### src/sv/assert_macros.svh
// Assertion macros used by the top-level RTL file of the k-of-n window qualifier.
`ifndef ASSERT_MACROS_SVH
`define ASSERT_MACROS_SVH

// Concurrent check on clk_i, off while rst_ni is low.
`define KWL_ASSERT(label, prop, msg) \
  label: assert property (@(posedge clk_i) disable iff (!rst_ni) prop) else $error(msg);

// Concurrent check on clk_i, active during reset as well.
`define KWL_ASSERT_ALWAYS(label, prop, msg) \
  label: assert property (@(posedge clk_i) prop) else $error(msg);

`endif

### src/sv/kwl_pkg.sv
// Types and constants of the k-of-n window qualifier.
`default_nettype none

package kwl_pkg;

  typedef enum logic {
    OP_FRAME = 1'b0,
    OP_TICK  = 1'b1
  } op_e;

  typedef enum logic [1:0] {
    CFG_WINDOW_FRAMES   = 2'd0,
    CFG_REQUIRED_FRAMES = 2'd1,
    CFG_TIMEOUT_MS      = 2'd2
  } cfg_idx_e;

  localparam logic [1:0] OUTCOME_GREEN     = 2'd0;
  localparam logic [1:0] OUTCOME_NOT_GREEN = 2'd1;
  localparam logic [1:0] OUTCOME_UNUSABLE  = 2'd2;

  localparam logic [5:0]  WINDOW_FRAMES_RST   = 6'd5;
  localparam logic [5:0]  REQUIRED_FRAMES_RST = 6'd3;
  localparam logic [31:0] TIMEOUT_MS_RST      = 32'd1000;

  // Control from the top level into the window unit.
  typedef struct packed {
    logic step;   // one word is processed this cycle
    logic frame;  // word is a frame verdict
    logic green;  // verdict is green
    logic clear;  // timeout: empty the window
  } win_ctrl_t;

endpackage

`default_nettype wire

### src/sv/k_of_n_window_latch_with_timeout_core.sv
// k-of-n sliding-window start qualifier with camera timeout, top level.
// Input stream (s_axis): one word per frame verdict or time tick. tuser is the
// opcode (frame or tick); tdata carries outcome and now_ms.
// Output stream (m_axis): exactly one word per input word, the state after
// the update: start_permitted, camera_active and green_count.
// Configuration: cfg_we_i writes window_frames, required_frames or timeout_ms
// at cfg_idx_i; write only while no word is in flight.
// Path: an accepted word sits in the input register, then its result goes to the
// result register. Throughput: one word per cycle while the receiver takes results;
// the window shift, the green count update and the 32-bit age compare are combinational.
// Reset (rst_ni low, asynchronous) empties the window, clears the latch and
// liveness, and restores the register defaults 5, 3 and 1000 ms.
// When the receiver stalls, the result register holds its word and the input
// register takes one more word; s_axis_tready falls only when both are full.
`default_nettype none

`include "assert_macros.svh"

module k_of_n_window_latch_with_timeout_core #(
  parameter int unsigned MAX_WINDOW = 32
) (
  input  wire logic        clk_i,
  input  wire logic        rst_ni,
  // input words
  input  wire logic        s_axis_tvalid,
  output logic             s_axis_tready,
  input  wire logic [39:0] s_axis_tdata,  // [1:0] outcome, [33:2] now_ms, [39:34] zero
  input  wire logic [0:0]  s_axis_tuser,  // [0] opcode
  // result words
  output logic             m_axis_tvalid,
  input  wire logic        m_axis_tready,
  output logic [7:0]       m_axis_tdata,  // [0] start_permitted, [1] camera_active,
                                          // [7:2] green_count
  // configuration writes
  input  wire logic        cfg_we_i,
  input  wire logic [1:0]  cfg_idx_i,
  input  wire logic [31:0] cfg_data_i
);
  import kwl_pkg::*;

  localparam int unsigned CW = $clog2(MAX_WINDOW + 1);

  logic [5:0]  window_frames_q, required_frames_q;
  logic [31:0] timeout_q;

  logic        in_vld_q, in_vld_d;
  op_e         in_op_q;
  logic [1:0]  in_outcome_q;
  logic [31:0] in_now_q;

  logic        out_vld_q, out_vld_d;
  logic [7:0]  out_data_q;

  logic        accept_in, advance, step, usable, clr, alive_d, latched_q, latched_d;
  logic [5:0]  green_d;
  logic [CW-1:0] hit_q;
  win_ctrl_t   win_ctrl;

  // configuration registers
  always_ff @(posedge clk_i or negedge rst_ni) begin
    if (!rst_ni) begin
      window_frames_q   <= WINDOW_FRAMES_RST;
      required_frames_q <= REQUIRED_FRAMES_RST;
      timeout_q         <= TIMEOUT_MS_RST;
    end else if (cfg_we_i) begin
      case (cfg_idx_i)
        CFG_WINDOW_FRAMES:   window_frames_q   <= cfg_data_i[5:0];
        CFG_REQUIRED_FRAMES: required_frames_q <= cfg_data_i[5:0];
        CFG_TIMEOUT_MS:      timeout_q         <= cfg_data_i;
        default: begin
        end
      endcase
    end
  end

  // handshake: the result register frees the input register
  assign advance       = !out_vld_q || m_axis_tready;
  assign s_axis_tready = !in_vld_q || advance;
  assign accept_in     = s_axis_tvalid && s_axis_tready;
  assign step          = in_vld_q && advance;

  always_comb begin
    in_vld_d = in_vld_q;
    if (accept_in) begin
      in_vld_d = 1'b1;
    end else if (step) begin
      in_vld_d = 1'b0;
    end
    out_vld_d = out_vld_q;
    if (step) begin
      out_vld_d = 1'b1;
    end else if (m_axis_tready) begin
      out_vld_d = 1'b0;
    end
  end

  always_ff @(posedge clk_i or negedge rst_ni) begin
    if (!rst_ni) begin
      in_vld_q  <= 1'b0;
      out_vld_q <= 1'b0;
    end else begin
      in_vld_q  <= in_vld_d;
      out_vld_q <= out_vld_d;
    end
  end

  always_ff @(posedge clk_i) begin
    if (accept_in) begin
      in_op_q      <= op_e'(s_axis_tuser[0]);
      in_outcome_q <= s_axis_tdata[1:0];
      in_now_q     <= s_axis_tdata[33:2];
    end
  end

  // outcome codes two and three count as unusable
  assign usable = (in_outcome_q == OUTCOME_GREEN) || (in_outcome_q == OUTCOME_NOT_GREEN);

  kwl_live u_live (
    .clk_i     (clk_i),
    .rst_ni    (rst_ni),
    .step_i    (step),
    .op_i      (in_op_q),
    .usable_i  (usable),
    .now_i     (in_now_q),
    .latched_i (latched_q),
    .timeout_i (timeout_q),
    .alive_d_o (alive_d),
    .clear_o   (clr)
  );

  always_comb begin
    win_ctrl.step  = step;
    win_ctrl.frame = (in_op_q == OP_FRAME);
    win_ctrl.green = (in_outcome_q == OUTCOME_GREEN);
    win_ctrl.clear = clr;
  end

  kwl_window #(
    .MAX_WINDOW (MAX_WINDOW)
  ) u_window (
    .clk_i             (clk_i),
    .rst_ni            (rst_ni),
    .ctrl_i            (win_ctrl),
    .window_frames_i   (window_frames_q),
    .required_frames_i (required_frames_q),
    .hit_q_o           (hit_q),
    .green_d_o         (green_d),
    .latched_q_o       (latched_q),
    .latched_d_o       (latched_d)
  );

  always_ff @(posedge clk_i) begin
    if (step) begin
      out_data_q <= {green_d, alive_d, latched_d};
    end
  end

  assign m_axis_tvalid = out_vld_q;
  assign m_axis_tdata  = out_data_q;

  `KWL_ASSERT(a_latch_sticky, latched_q |=> latched_q,
              "start latch dropped without reset")
  `KWL_ASSERT(a_ready_low_only_full,
              !s_axis_tready |-> (in_vld_q && out_vld_q && !m_axis_tready),
              "input stalled while a stage was free")
  `KWL_ASSERT(a_timeout_empties, (step && clr) |=> (hit_q == '0),
              "window not emptied after timeout")
  `KWL_ASSERT_ALWAYS(a_reset_idle, !rst_ni |=> (!in_vld_q && !out_vld_q && !latched_q),
                     "state not cleared in reset")

endmodule

`default_nettype wire

### src/sv/kwl_window.sv
// Sliding verdict window: shift register, fill count, green count and start latch.
`default_nettype none

module kwl_window #(
  parameter int unsigned MAX_WINDOW = 32
) (
  input  wire logic              clk_i,
  input  wire logic              rst_ni,
  input  wire kwl_pkg::win_ctrl_t ctrl_i,
  input  wire logic [5:0]        window_frames_i,
  input  wire logic [5:0]        required_frames_i,
  output logic [$clog2(MAX_WINDOW+1)-1:0] hit_q_o,
  output logic [5:0]             green_d_o,
  output logic                   latched_q_o,
  output logic                   latched_d_o
);
  import kwl_pkg::*;

  localparam int unsigned CW = $clog2(MAX_WINDOW + 1);
  localparam int unsigned WW = (CW > 6) ? CW : 6;
  localparam int unsigned IW = (MAX_WINDOW > 1) ? $clog2(MAX_WINDOW) : 1;

  logic [MAX_WINDOW-1:0] bits_q, bits_d, bits_ev;
  logic [CW-1:0]         fill_q, fill_d, fill_m1;
  logic [CW-1:0]         hit_q, hit_d, hit_ev;
  logic                  latched_q, latched_d;
  logic [WW-1:0]         eff_win, wf_ext;
  logic                  push, evict, old_bit;
  logic [IW-1:0]         old_idx;

  always_comb begin
    wf_ext = WW'(window_frames_i);
    if (wf_ext == '0) begin
      eff_win = WW'(1);
    end else if (wf_ext > WW'(MAX_WINDOW)) begin
      eff_win = WW'(MAX_WINDOW);
    end else begin
      eff_win = wf_ext;
    end
  end

  assign push    = ctrl_i.step && ctrl_i.frame && !latched_q;
  assign evict   = (WW'(fill_q) >= eff_win);
  assign fill_m1 = fill_q - CW'(1);
  assign old_idx = fill_m1[IW-1:0];
  assign old_bit = bits_q[old_idx];

  always_comb begin
    bits_ev = bits_q;
    hit_ev  = hit_q;
    if (evict) begin
      // drop the oldest verdict
      bits_ev[old_idx] = 1'b0;
      if (old_bit && (hit_q != '0)) begin
        hit_ev = hit_q - CW'(1);
      end
    end
  end

  always_comb begin
    bits_d    = bits_q;
    fill_d    = fill_q;
    hit_d     = hit_q;
    latched_d = latched_q;
    if (ctrl_i.step && ctrl_i.clear) begin
      bits_d = '0;
      fill_d = '0;
      hit_d  = '0;
    end else if (push) begin
      bits_d = (bits_ev << 1) | MAX_WINDOW'(ctrl_i.green);
      fill_d = evict ? fill_q : fill_q + CW'(1);
      hit_d  = hit_ev + CW'(ctrl_i.green);
      if (WW'(hit_d) >= WW'(required_frames_i)) begin
        latched_d = 1'b1;
      end
    end
  end

  always_ff @(posedge clk_i or negedge rst_ni) begin
    if (!rst_ni) begin
      bits_q    <= '0;
      fill_q    <= '0;
      hit_q     <= '0;
      latched_q <= 1'b0;
    end else begin
      bits_q    <= bits_d;
      fill_q    <= fill_d;
      hit_q     <= hit_d;
      latched_q <= latched_d;
    end
  end

  assign hit_q_o     = hit_q;
  assign green_d_o   = 6'(hit_d);
  assign latched_q_o = latched_q;
  assign latched_d_o = latched_d;

endmodule

`default_nettype wire

### src/sv/kwl_live.sv
// Camera liveness: last usable frame time, seen flag, alive flag and timeout check.
`default_nettype none

module kwl_live (
  input  wire logic        clk_i,
  input  wire logic        rst_ni,
  input  wire logic        step_i,
  input  wire kwl_pkg::op_e op_i,
  input  wire logic        usable_i,
  input  wire logic [31:0] now_i,
  input  wire logic        latched_i,
  input  wire logic [31:0] timeout_i,
  output logic             alive_d_o,
  output logic             clear_o
);
  import kwl_pkg::*;

  logic        seen_q, seen_d;
  logic        alive_q, alive_d;
  logic [31:0] last_q, last_d;
  logic [31:0] age;

  assign age = now_i - last_q;

  always_comb begin
    seen_d  = seen_q;
    alive_d = alive_q;
    last_d  = last_q;
    clear_o = 1'b0;
    if (step_i) begin
      case (op_i)
        OP_FRAME: begin
          if (usable_i) begin
            seen_d  = 1'b1;
            last_d  = now_i;
            alive_d = 1'b1;
          end
        end
        OP_TICK: begin
          if (!latched_i) begin
            if (!seen_q) begin
              alive_d = 1'b0;
            end else if (now_i < last_q) begin
              // time went backwards: re-anchor
              last_d = now_i;
            end else if (age > timeout_i) begin
              alive_d = 1'b0;
              clear_o = 1'b1;
            end
          end
        end
        default: begin
        end
      endcase
    end
  end

  always_ff @(posedge clk_i or negedge rst_ni) begin
    if (!rst_ni) begin
      seen_q  <= 1'b0;
      alive_q <= 1'b0;
      last_q  <= '0;
    end else begin
      seen_q  <= seen_d;
      alive_q <= alive_d;
      last_q  <= last_d;
    end
  end

  assign alive_d_o = alive_d;

endmodule

`default_nettype wire
### config.mk
export PLATFORM = sky130hd
export DESIGN_NAME = k_of_n_window_latch_with_timeout_core
export DESIGN_NICKNAME = d
export VERILOG_FILES = /design/src/sv/kwl_pkg.sv /design/src/sv/k_of_n_window_latch_with_timeout_core.sv /design/src/sv/kwl_window.sv /design/src/sv/kwl_live.sv
export VERILOG_INCLUDE_DIRS = /design/src /design/src/sv
export SDC_FILE = /design/constraint.sdc
export NUM_CORES = 1
export LEC_CHECK = 0
export BUFFER_PORTS_ARGS = -buffer_cell sky130_fd_sc_hd__buf_2
export CORE_MARGIN = 2
export CORE_UTILIZATION = 52
export DETAILED_ROUTE_END_ITERATION = 8
export PLACE_DENSITY = 0.74
export SYNTH_ARGS = -nofsm -noshare
export SYNTH_HDL_FRONTEND = slang
export SYNTH_HIERARCHICAL = 1
export SYNTH_SLANG_ARGS = --single-unit
### constraint.sdc
create_clock -name clk_i -period 10.9 [get_ports clk_i]
set_input_delay 2.18 -clock clk_i [delete_from_list [all_inputs] [get_ports clk_i]]
set_output_delay 2.18 -clock clk_i [all_outputs]
set_load 0.01 [all_outputs]
==> out/metrics.yaml <==
outcome: "finished, final reports clean"
fmax_mhz: 148
fin_setup_tns_ps: 0
yosys_warnings: 6
post_dp_cell_area_sq_um: 10900
finalMaxSlewViolations: 0
port_buffers: 83
drt_wl_total_microns: 20700
setup_ws_ps: 4150
num_antenna_cells: 0
worstPathArrival_ps: 6920
fin_worst_skew_ps: 7.68
final_cells: 1272
rsz0062_at_grt: "no"
wire_per_inst_microns: 16.3
postSynthCellCount: 915
tightest_slew_ps: 948
path_class: "register to register"
gp_congestion: 0.858
critPathSlowestCell: "or4b_1"
firstDrtPassIters: 5
post_cts_resized: 0
nets: 1159
ant_nets: 0
fp-row-count: 51
first_global_vias: 7013
synth_top_flop_cell: "dfrtp_1"
p_total_mw: 2.07
area_growth_pct: 11.5
core_sq_um: 19400
leakagePower_nw: 5.32
drc: 0
synth_seq_area_share: 0.432
cts_tree: "yes"
hp-class: "register to register"
ys_types: 82
timing_hold_violations_final: 0
critPathMaxStageDelay_ps: 530
relSlewSlack: 0.368
syn-num-nets: 1080
setup_viol: 0
cts_buffers: 17
fillers: 1645
vias: 7077
cts.clk_slew.worst_paths_ps: 70
syn_area_per_cell_sq_um: 11.2
multi_input_area_sq_um: 5320
crit_fanout: 35
drt_iter0_drc: 372
ir_worst_vdd_uv: 127
start_util: 0.529
clock-sinks: 168
placed_cells: 1240
dieArea_sq_um: 20900
fin_crit_sh: 0.619
clk-insertion-delay-late_ps: 430
min_path_cells: 1
fin_hold_ws_ps: 483
post-route-min-period_ps: 6750
power.density_nw_per_um2: 181
pre_cts_ws_ps: 4240
seq_area_sq_um: 4430
cp_cell_sequence: "ha_1 > a21o_1 > a211o_1 > o21a_1 > o21a_1 > or4b_1 > a31oi_1 > a41oi_1 > xor2_1 > ha_1 > nand4_1 > or3_1 > or3_1 > a21oi_1 > nor4_1 > a211oi_1 > and3_1 > o21ai_2 > buf_4 > nor2_1 > a31oi_1 > a22oi_1 > o21ai_1"
grt-ovfl-total: 0
cts_max_level: 4
synthArstFlopShare: 0.744
post-route-util: 0.589
antenna_found_initial: 0
dieWidth_microns: 144
crit_path_end_kind: "register"
clockRootBuffer: "clkbuf_16"
post-cts-setup-buffer-count: 0
drive_above_1_share: 0.234
ys_ff_latch: 168
reg2reg_from: "in_now_q[4]"
die_h_microns: 144
critPathLaunchType: "register"
grt_pass1_wl_microns: 34100
maxCapViolations: 0
synth_area_sq_um: 10300
grt_usage: 0.208
final_area_sq_um: 11400
r2r_cells: 23
clk_path_buf_depth: 2
ctsHoldBuffers: 0
synth_edf_count: 43
grt_max_degree: 78
hold_start: "in_vld_q"
ioPinCount: 90
startpoint: "in_now_q[4]"
via_per_inst: 5.56
dp_hpwl_microns: 14700
required_ps: 11070
power breakdown:
part	leakage [nW]	internal, mW	switching [mW]	total (mW)
Sequential	1.92	0.727	0.0430	0.770
Combinational	3.13	0.343	0.376	0.719
Clock	0.263	0.321	0.259	0.580
path summary, 6_finish.rpt:
kind                                       endpoint  slack (ps)
worst max-delay path                m_axis_tdata[7]        4150
worst min-delay path                  m_axis_tvalid         480
worst max register to register      m_axis_tdata[7]        4150
worst min register to register        m_axis_tvalid         480
max in group asynchronous       u_window/hit_q_o[2]        7740
min in group asynchronous          u_live/last_q[8]        1770
cells in the final DEF (no fill, tap or decap), drive strengths merged, types with 10 or more instances in the layout:
cell type / n
nand2b: 13
a21oi: 51
ha: 84
edfxtp: 43
nor3: 11
nand4: 10
dfrtp: 115
nand3: 13
inv: 92
xor2: 12
nand2: 71
clkbuf: 18
a32o: 32
a21o: 15
o21a: 11
o21ai: 29
buf: 87
nor2: 53
mux2: 75
dfstp: 10
xnor2: 28
a31oi: 10
final cells by class:
| class | count | area share |
|---|---|---|
| Multi-Input combinational cell | 631 | 0.466 |
| Sequential cell | 168 | 0.388 |
| Timing Repair Buffer | 87 | 0.0392 |
| Clock buffer | 18 | 0.0384 |
| Inverter | 89 | 0.0292 |
| Tap cell | 265 | 0.0290 |
| Clock inverter | 14 | 0.0109 |
state kept, by name, indices dropped and copies added (netlist names), 2 cells and up:
register / count
u_live/last_q: 32
in_now_q: 32
in_outcome_q: 2
u_window/bits_q: 32
timeout_q: 32
window_frames_q: 6
m_axis_tdata: 8
u_window/fill_q: 6
required_frames_q: 6
u_window/hit_q_o: 6
cell usage after synthesis (3+ instances only):
library cell | n | area share
a211o_1 | 3 | 0.0026
a211oi_1 | 7 | 0.0051
a21o_1 | 14 | 0.010
a21oi_1 | 51 | 0.025
a22o_1 | 4 | 0.0034
a31o_2 | 3 | 0.0026
a31oi_1 | 8 | 0.0049
a32o_1 | 31 | 0.030
and2_1 | 7 | 0.0043
buf_6 | 9 | 0.0099
clkbuf_1 | 15 | 0.0055
dfrtp_1 | 115 | 0.28
dfstp_2 | 10 | 0.026
edfxtp_1 | 43 | 0.13
ha_1 | 84 | 0.10
inv_1 | 89 | 0.033
mux2_2 | 16 | 0.018
mux2_4 | 59 | 0.086
mux2i_1 | 8 | 0.0078
mux4_1 | 4 | 0.010
nand2_1 | 71 | 0.026
nand2b_1 | 13 | 0.0079
nand3_1 | 13 | 0.0063
nand4_1 | 10 | 0.0061
nor2_1 | 53 | 0.019
nor2b_1 | 7 | 0.0043
nor3_1 | 10 | 0.0049
nor4_1 | 7 | 0.0043
o211ai_1 | 4 | 0.0029
o21a_1 | 11 | 0.0081
o21ai_0 | 25 | 0.012
o21ai_1 | 3 | 0.0015
o21bai_1 | 3 | 0.0022
o31ai_1 | 7 | 0.0051
or2_2 | 3 | 0.0018
or3_1 | 5 | 0.0031
xnor2_1 | 27 | 0.023
xor2_1 | 11 | 0.0094
worst max-delay path: cells and delay by family (launching register included):
| kind | cells | cell delay [ps] |
|---|---|---|
| xor+xnor | 1 | 190 |
| simple gates | 7 | 2400 |
| flops | 1 | 430 |
| fa+ha+maj | 2 | 680 |
| buf+inv | 1 | 260 |
| compound gates | 12 | 2540 |
metal layers:
layer  vias to the layer above  track usage  wire length (microns)
li1                       3478            -                      -
met1                      3420        0.268                   9300
met2                       147        0.356                  10300
met3                        32       0.0371                    734
met4                         0       0.0690                    334
met5                         -            0                      0
cells by family after synthesis:
logic type	synth area share
AO/OA/AOI/OAI	0.143
XOR/XNOR	0.0378
adder cells (fa/ha/maj)	0.104
buffers and inverters	0.0497
flip-flops	0.432
multiplexers	0.126
AND/OR/NAND/NOR	0.106
Note: power is estimated with default switching activity, not from simulation.
